<file path="src/hdl/utgs_pkg.sv">
// ----------------------------------------------------------------------------
// utgs_pkg: shared constants for the Unicode table glyph search
// Field widths, the glyph count limit and byte codes used by the decoder.
// ----------------------------------------------------------------------------
package utgs_pkg;

    localparam int BYTE_W    = 8;
    localparam int CODE_W    = 21;
    localparam int COUNT_W   = 16;
    localparam int PENDING_W = 2;

    // tdata packing on the slave side: table_byte, wanted_code, zero fill
    localparam int S_TDATA_W = 32;
    localparam int M_TDATA_W = 16;

    localparam int MAX_GLYPHS = 65536;

    localparam logic [COUNT_W-1:0] COUNT_LIMIT =
        (MAX_GLYPHS - 1 > 65535) ? {COUNT_W{1'b1}} : COUNT_W'(MAX_GLYPHS - 1);

    localparam logic [BYTE_W-1:0] BYTE_ENTRY_END = 8'hFF;

    localparam logic [5:0] CONT_MASK = 6'h3F;
    localparam logic [4:0] LEAD2_MASK = 5'h1F;
    localparam logic [3:0] LEAD3_MASK = 4'hF;
    localparam logic [2:0] LEAD4_MASK = 3'h7;

    localparam logic [PENDING_W-1:0] PEND_TWO_BYTE   = 2'd1;
    localparam logic [PENDING_W-1:0] PEND_THREE_BYTE = 2'd2;
    localparam logic [PENDING_W-1:0] PEND_FOUR_BYTE  = 2'd3;

endpackage

</file>
<file path="src/hdl/unicode_table_glyph_search.sv">
// ----------------------------------------------------------------------------
// unicode_table_glyph_search: find the glyph that owns a wanted code point
// Scans a font Unicode table one byte per transaction and reports the match.
// ----------------------------------------------------------------------------
// Usage:
//   Slave channel (s_*): one table byte per transaction; tlast marks the last
//   byte of the table, and tdata also carries the wanted code point.
//   Master channel (m_*): at most one result per scan. tuser is set when the
//   code point was found and tdata holds the glyph index; a not-found result
//   is sent with the last table byte and carries index 0.
//   Config: cfg_wr_en/cfg_wr_data write unicode_enabled (reset 1); write it
//   only while no scan is in flight. With it cleared, bytes are ignored and
//   the table end gives not-found.
//   Output: the registered result appears in the cycle after its byte.
//   Throughput: one byte per cycle while s_tready is high; the byte decode,
//   code compare and count update are combinational ahead of scan state.
//   Stall: the result register holds while m_tready is low, and s_tready
//   drops only when that register is full and not being drained.
//   Reset: scan state clears, no result is pending, unicode_enabled is 1.
// ----------------------------------------------------------------------------
module unicode_table_glyph_search
(
    input  logic                           clk,
    input  logic                           rst_n,
    input  logic                           cfg_wr_en,
    input  logic                           cfg_wr_data, // unicode_enabled
    input  logic                           s_tvalid,
    output logic                           s_tready,
    // [7:0] table_byte, [28:8] wanted_code, [31:29] 0
    input  logic [utgs_pkg::S_TDATA_W-1:0] s_tdata,
    input  logic                           s_tlast,     // end_of_table
    output logic                           m_tvalid,
    input  logic                           m_tready,
    output logic [utgs_pkg::M_TDATA_W-1:0] m_tdata,     // [15:0] glyph_index
    output logic                           m_tuser      // [0] found
);

    logic                              enabled_reg;
    logic [utgs_pkg::COUNT_W-1:0]      count_reg, count_next;
    logic [utgs_pkg::CODE_W-1:0]       accum_reg, accum_next;
    logic [utgs_pkg::PENDING_W-1:0]    pending_reg, pending_next;
    logic                              done_reg, done_next;
    logic                              out_valid_reg;
    logic [utgs_pkg::COUNT_W-1:0]      out_index_reg;
    logic                              out_found_reg;

    logic [utgs_pkg::BYTE_W-1:0]       in_byte;
    logic [utgs_pkg::CODE_W-1:0]       in_want;
    logic                              accept;
    logic                              complete;
    logic [utgs_pkg::CODE_W-1:0]       code;
    logic                              match;
    logic                              emit;

    assign in_byte = s_tdata[7:0];
    assign in_want = s_tdata[28:8];

    assign s_tready = !out_valid_reg || m_tready;
    assign accept   = s_tvalid && s_tready;

    always_comb
    begin
        count_next   = count_reg;
        accum_next   = accum_reg;
        pending_next = pending_reg;
        done_next    = done_reg;
        complete     = 1'b0;
        code         = '0;

        if (enabled_reg && !done_reg)
        begin
            priority if (pending_reg != '0)
            begin
                accum_next   = {accum_reg[utgs_pkg::CODE_W-7:0],
                                in_byte[5:0] & utgs_pkg::CONT_MASK};
                pending_next = pending_reg - 2'd1;
                complete     = (pending_reg == utgs_pkg::PEND_TWO_BYTE);
                code         = accum_next;
            end
            else if (in_byte == utgs_pkg::BYTE_ENTRY_END)
            begin
                if (count_reg < utgs_pkg::COUNT_LIMIT)
                    count_next = count_reg + 16'd1;
            end
            else if (in_byte[7])
            begin
                priority if (!in_byte[5])
                begin
                    accum_next   = utgs_pkg::CODE_W'(in_byte[4:0] & utgs_pkg::LEAD2_MASK);
                    pending_next = utgs_pkg::PEND_TWO_BYTE;
                end
                else if (!in_byte[4])
                begin
                    accum_next   = utgs_pkg::CODE_W'(in_byte[3:0] & utgs_pkg::LEAD3_MASK);
                    pending_next = utgs_pkg::PEND_THREE_BYTE;
                end
                else if (!in_byte[3])
                begin
                    accum_next   = utgs_pkg::CODE_W'(in_byte[2:0] & utgs_pkg::LEAD4_MASK);
                    pending_next = utgs_pkg::PEND_FOUR_BYTE;
                end
                else
                begin
                    // 0xB8..0xBF and 0xF8..0xFE stand for code 0 on their own
                    complete = 1'b1;
                    code     = '0;
                end
            end
            else
            begin
                complete = 1'b1;
                code     = utgs_pkg::CODE_W'(in_byte);
            end
        end

        match = complete && (code == in_want);
        if (match)
            done_next = 1'b1;

        emit = match || (s_tlast && !done_reg);

        // end of table: drop partial code and start the next scan clean
        if (s_tlast)
        begin
            count_next   = '0;
            accum_next   = '0;
            pending_next = '0;
            done_next    = 1'b0;
        end
    end

    always_ff @(posedge clk or negedge rst_n)
    begin
        if (!rst_n)
        begin
            enabled_reg   <= 1'b1;
            count_reg     <= '0;
            accum_reg     <= '0;
            pending_reg   <= '0;
            done_reg      <= 1'b0;
            out_valid_reg <= 1'b0;
        end
        else
        begin
            if (cfg_wr_en)
                enabled_reg <= cfg_wr_data;

            if (accept)
            begin
                count_reg   <= count_next;
                accum_reg   <= accum_next;
                pending_reg <= pending_next;
                done_reg    <= done_next;
            end

            if (accept && emit)
                out_valid_reg <= 1'b1;
            else if (m_tready)
                out_valid_reg <= 1'b0;
        end
    end

    always_ff @(posedge clk)
    begin
        if (accept && emit)
        begin
            out_index_reg <= match ? count_reg : '0;
            out_found_reg <= match;
        end
    end

    assign m_tvalid = out_valid_reg;
    assign m_tdata  = out_index_reg;
    assign m_tuser  = out_found_reg;

endmodule

</file>
<file path="config.mk">
export PLATFORM = sky130hd
export DESIGN_NAME = unicode_table_glyph_search
export DESIGN_NICKNAME = d
export VERILOG_FILES = /design/src/hdl/utgs_pkg.sv /design/src/hdl/unicode_table_glyph_search.sv
export SDC_FILE = /design/constraint.sdc
export NUM_CORES = 1
export LEC_CHECK = 0
export BUFFER_PORTS_ARGS = -buffer_cell sky130_fd_sc_hd__buf_2
export CORE_AREA = 2 2 72 125
export CTS_CLUSTER_DIAMETER = 40
export CTS_CLUSTER_SIZE = 10
export DETAILED_ROUTE_END_ITERATION = 10
export DIE_AREA = 0 0 74 127
export PLACE_DENSITY = 0.53
export SYNTH_ARGS = -nofsm -noshare
export SYNTH_HDL_FRONTEND = slang
export SYNTH_SLANG_ARGS = --single-unit
</file>
<file path="constraint.sdc">
create_clock -name clk -period 3.7 [get_ports clk]
set_clock_uncertainty 0.1 [all_clocks]
set_input_delay 0.185 -clock clk [delete_from_list [all_inputs] [get_ports clk]]
set_output_delay 0.185 -clock clk [all_outputs]
set_load 0.02 [all_outputs]
</file>
## Yosys cells after proc, flatten, opt, wreduce, memory -nomap -nowiden

Index checks and enable logic that the tools add are counted.

| cells by class | value |
|---|---|
| multiplexer cells | 36 |
| $mul | 0 |
| magnitude comparators | 1 |
| reductions and logical operators | 19 |
| shifts and indexed selects | 0 |
| bitwise logic cells | 0 |
| div/mod/pow operators | 0 |
| equality and inequality tests | 6 |
| $add $sub $neg | 2 |

Operator list:

| kind | count |
|---|---|
| $mux W15 | 8 |
| $mux W16 | 5 |
| $mux W21 | 2 |
| $eq A21 B21 Y1 | 1 |
| $add A16 B1 Y16 const B | 1 |
| $lt A16 B16 Y1 const B | 1 |
| $mux W2 | 8 |
| $mux W7 | 2 |
| $reduce_bool A2 Y1 | 6 |
| $mux W1 | 11 |
| $reduce_and A5 Y1 | 2 |
| $eq A8 B8 Y1 const B | 1 |
| $logic_and A1 B1 Y1 | 5 |
| $ne A5 B3 Y1 const B | 1 |
| $ne A3 B3 Y1 const B | 1 |
| $reduce_bool A3 Y1 | 1 |
| $eq A2 B1 Y1 const B | 1 |
| $logic_not A1 Y1 | 2 |
| $logic_or A1 B1 Y1 | 2 |
| $ne A2 B2 Y1 const B | 1 |
| $reduce_and A2 Y1 | 1 |
| $sub A2 B1 Y2 const B | 1 |

| word-level totals | value |
|---|---|
| memories kept | 0 |
| logic and storage cells | 72 |
| output and inout bits | 19 |
| memory bits (writable) | 0 |
| input bits | 39 |
| ROM bits | 0 |
| latch bits | 0 |
| flip-flop bits (word level) | 53 |

## Depth between registers and ports, before layout

| depth | value |
|---|---|
| depth in word-level cells | 11 |
| gate-level depth with buffers | 9 |
| mapped depth without buffers | 6 |

## Worst setup path after synthesis

No wires, ideal clock.

| path | value |
|---|---|
| kind | reg2reg |
| from | register pending_reg[0] in the netlist's numbering |
| to | register out_index_reg (netlist bit m_tdata[0]) (enable) |
| path buffers | 3 |
| setup slack | 0.928 ns |
| cell stages (with the launch flop) | 10 |
| arrival time | 2.276 ns |
| required time | 3.204 ns |
| path through | dfrtp_1 -> buf_2 -> nor2_1 -> buf_4 -> nor3_1 -> o32a_1 -> a211o_1 -> nor4_2 -> buf_2 -> o2bb2ai_1 |

| on the way | value |
|---|---|
| word-level cells in the longest chain between the ends | 7 |
| elaborated cells on any way between the ends | 10 |
| classes of those cells | eq/ne: 2; mux: 4; reduce/logical: 4 |

Ends and longest elaborated chain:

| what | line | text |
|---|---|---|
| from (decl) | unicode_table_glyph_search.sv:41 | `logic [utgs_pkg::PENDING_W-1:0] pending_reg, pending_next;` |
| from (signal assigned) | unicode_table_glyph_search.sv:152 | `pending_reg <= pending_next;` |
| $reduce_bool A2 Y1 | unicode_table_glyph_search.sv:72 | `priority if (pending_reg != '0)` |
| $mux W21 | unicode_table_glyph_search.sv:72 |  |
| $mux W21 | unicode_table_glyph_search.sv:70 | `if (enabled_reg && !done_reg)` |
| $eq A21 B21 Y1 | unicode_table_glyph_search.sv:116 | `match = complete && (code == in_want);` |
| $logic_and A1 B1 Y1 * | unicode_table_glyph_search.sv:116 |  |
| net match | unicode_table_glyph_search.sv:52 | `logic match;` |
| $logic_or A1 B1 Y1 * | unicode_table_glyph_search.sv:120 | `emit = match \|\| (s_tlast && !done_reg);` |
| $logic_and A1 B1 Y1 * | unicode_table_glyph_search.sv:165 | `if (accept && emit)` |
| to (signal assigned) | unicode_table_glyph_search.sv:167 | `out_index_reg <= match ? count_reg : '0;` |
| to (decl) | unicode_table_glyph_search.sv:44 | `logic [utgs_pkg::COUNT_W-1:0] out_index_reg;` |

The timed path passes the listed nets; every way through them passes the cells marked *.
A chain may end at the register's enable or synchronous reset.

## Worst setup path after layout

| path | value |
|---|---|
| from | register pending_reg[0] in the netlist's numbering |
| to | register out_index_reg (netlist bit m_tdata[14]) (enable) |

| on the way | value |
|---|---|
| word-level cells in the longest chain between the ends | 7 |
| elaborated cells on any way between the ends | 10 |
| classes of those cells | eq/ne: 2; mux: 4; reduce/logical: 4 |

Ends and longest elaborated chain:

| what | line |
|---|---|
| $reduce_bool A2 Y1 | unicode_table_glyph_search.sv:72 |
| $mux W21 | unicode_table_glyph_search.sv:72 |
| $mux W21 | unicode_table_glyph_search.sv:70 |
| $eq A21 B21 Y1 | unicode_table_glyph_search.sv:116 |
| $logic_and A1 B1 Y1 * | unicode_table_glyph_search.sv:116 |
| $logic_or A1 B1 Y1 * | unicode_table_glyph_search.sv:120 |
| $logic_and A1 B1 Y1 * | unicode_table_glyph_search.sv:165 |

Every way passes the cells marked *; elsewhere a longest branch is shown, timed or not.

==> out/metrics.cfg <==
[sta]
final.setup.tns_ns=0
hold_viol=0
max_clock_freq_ghz=0.345
setup_viol=0
fin_crit_ns=2.89
relSlewSlack_pct=39.2
finalWorstSetupSlack_ns=0.805
worst_slew_pin_slew_ns=0.913
min_period_over_period_pct=78.2
finalMaxSlewViolations=0
rsz0062_at_grt=false

[detailed_routing]
routed_wl_microns=7310
postRouteAntennaNets=0
highest_layer=met4
avgRoutedWirePerCell_microns=16.0
avgViaCountPerCell=5.22
drc=0
routed-wl-met3_microns=255
wl_met1_microns=2750
vias=2382
first_pass_iters=4
drt_iter0_markers=113
dr_wl_met2_microns=4190

[global_route]
grt_pass1_wl_microns=11800
grt_max_degree=37
grt_overflow_total=0
antenna_found_initial=0
grt_pass1_vias=2397
grt_usage_pct=16.4

[clock_tree]
clk_latency_ns=0.29
cts_sinks=53
cts_tree=built
cts_buffers=5
cts_resized=0
clockBufferDepth=2
cts_root_buffer=clkbuf_16
htreeDepth=2
clk_pin_slew_ns=0.07

[power]
p_clk_share_pct=31.1
power.share.switching_pct=31.1
vdd_drop_max_mv=0.231
cellLeakagePower_nw=1.40
p_int_mw=1.03
pwr-share-seq_pct=47.9
power.density_nw_per_um2=434
power.switching_mw=0.465
power_frac_comb_pct=21.0

[critical_path]
crit_type=reg2reg
cpPeakStageDelay_ns=0.54
endpoint_kind=register
cp-start-kind=register
rrSetupSlack_ns=0.81
path_max_fanout=17
rr_worst_depth=7
cp_cell_sequence=nor2_1 > a211oi_1 > o32a_1 > a211o_1 > nor4_2 > o2bb2ai_1 > buf_4
reg2reg_from=pending_reg[0]
arrival_ns=2.77
startpoint=pending_reg[0]
cp_slowest_cell=nor2_1
critPathRequiredTime_ns=3.58

[yosys]
yosysSeqAreaShare_pct=48.5
synth-async-reset-ratio_pct=67.9
mappedNetlistArea_sq_um=2910
synth_warnings=0
synth_edf_count=17
synth_flop_cell=dfrtp_1
ys_types=54
synth_fp_nets=328
ys_seq_elements=53
syn_avg_cell_area_sq_um=10.1
syn_inst=288

[die]
dieArea_sq_um=9400
die_h_microns=127
rows=44
io_pins=58
core_area_sq_um=8310
die_w_microns=74
start_util_pct=35.1

[cells_and_area]
num_antenna_cells=0
nNetsFinal=380
fillers=848
ff_latch_area_sq_um=1410
multiInputGateArea_sq_um=1380
drive_gt1_share_pct=23.2
syn2layout_area_growth_pct=18.2

[job]
drv_cap=0

[hold_path]
hold_path.class=in2reg
worst_hold_path.num_cells=2
hp-start=cfg_wr_data

[place]
post-place-ws_ns=0.773
io_buffers=54
detailed_place_hpwl_microns=5440
gp_congestion=0.792

[outcome]
status=completed

[cells in the mapped netlist (2+ instances only)]
cell | number | share of area, %
o32a_1 | 2 | 0.69
xnor2_1 | 11 | 3.3
o21ai_1 | 4 | 0.69
a21oi_1 | 3 | 0.52
nand2b_1 | 3 | 0.64
and3_1 | 5 | 1.1
o211ai_1 | 6 | 1.5
nand2_1 | 10 | 1.3
a21o_1 | 2 | 0.52
nor4bb_1 | 7 | 2.4
o2111ai_1 | 2 | 0.60
edfxtp_1 | 17 | 18
buf_4 | 2 | 0.52
buf_2 | 4 | 0.69
inv_1 | 15 | 1.9
nand4_1 | 9 | 1.9
o2bb2ai_1 | 2 | 0.60
xor2_1 | 12 | 3.6
nand3_1 | 14 | 2.4
a31oi_1 | 9 | 1.9
and2_1 | 18 | 3.9
o32ai_1 | 3 | 0.90
dfrtp_1 | 35 | 30
a211oi_1 | 3 | 0.77
o21ai_0 | 16 | 2.7
nor3_1 | 7 | 1.2
mux2_2 | 6 | 2.3
nor2_1 | 25 | 3.2
clkbuf_1 | 7 | 0.90
nor2b_1 | 4 | 0.86
o21a_1 | 2 | 0.52
[worst max-delay path, delay by kind of cell, from the launching register on]
family / cells / cell delay [ns]
simple gates: 2 / 0.86
compound gates: 4 / 0.86
flops: 1 / 0.48
buf+inv: 1 / 0.28
[cell families (layout without fill, tap and decap cells)]
kind of cell	count (synthesis)	count (layout)	synth area share (%)
compound gates	62	62	15.2
xor+xnor	23	23	6.91
fa+ha+maj	1	1	0.429
buf+inv	29	82	4.21
flops	53	53	48.5
mux	6	6	2.32
simple gates	114	114	22.5
[final cells by class]
cell class	count	area share [%]
clock buffer	6	3.74
clock inverter	2	0.436
inverter	16	1.78
multi-input combinational	206	40.0
sequential	53	41.0
tap	115	4.18
timing repair buffer	58	8.79
[worst paths after layout]
kind | endpoint
max | m_tdata[14]
min | enabled_reg
max reg2reg | m_tdata[14]
min reg2reg | accum_reg[6]
max in group asynchronous | accum_reg[5]
min in group asynchronous | m_tvalid
[per-stage QoR]
stage / cell area [sq um] / utilization [%] / total power, mW / std cells / hold slack (ns)
CTS: 3440 / 41.4 / 1.51 / 456 / 0.0204
finish: 3440 / 41.4 / 1.49 / 456 / 0.0251
global placement: 3290 / 39.6 / 1.04 / 447 / 0.253
floorplan: 2910 / - / 0.931 / 288 / -0.211
detailed placement: 3290 / 39.6 / 1.04 / 447 / 0.260
global route: 3440 / 41.4 / 1.57 / 456 / 0.0388
[placed cells by master (no fill, tap or decap), drive strengths merged, types with 5 or more instances in the layout]
cell type / Yosys / routed
xor2: 12 / 12
mux2: 6 / 6
o21ai: 21 / 21
and2: 18 / 18
nand2: 10 / 10
xnor2: 11 / 11
nor4bb: 7 / 7
nand4: 9 / 9
clkbuf: 7 / 6
o211ai: 6 / 6
inv: 15 / 15
and3: 5 / 5
a31oi: 9 / 9
nor2: 25 / 25
nor3: 7 / 7
dfrtp: 35 / 35
nand3: 15 / 15
buf: 6 / 57
edfxtp: 17 / 17
[what timing repair did]
item,4_1_cts,5_1_grt
hold buffers,1,0
endpoints found under the hold margin,35,0
buffers inserted,0,0
[power groups by stage]
stage | clock network, mW | registers (mW) | logic (mW)
after floorplan | 0 | 0.712 | 0.219
after global placement | 0 | 0.724 | 0.312
after detailed placement | 0 | 0.726 | 0.314
after CTS | 0.482 | 0.715 | 0.317
after global routing | 0.500 | 0.725 | 0.347
final | 0.465 | 0.716 | 0.314
[per-layer routing]
| metal | up-vias | GRT usage [%] |
|---|---|---|
| met4 | 0 | 5.78 |
| met1 | 1164 | 18.0 |
| li1 | 1160 | - |
| met2 | 50 | 30.5 |
| met5 | - | 0 |
| met3 | 8 | 2.84 |
(Power assumes the default switching activity.)
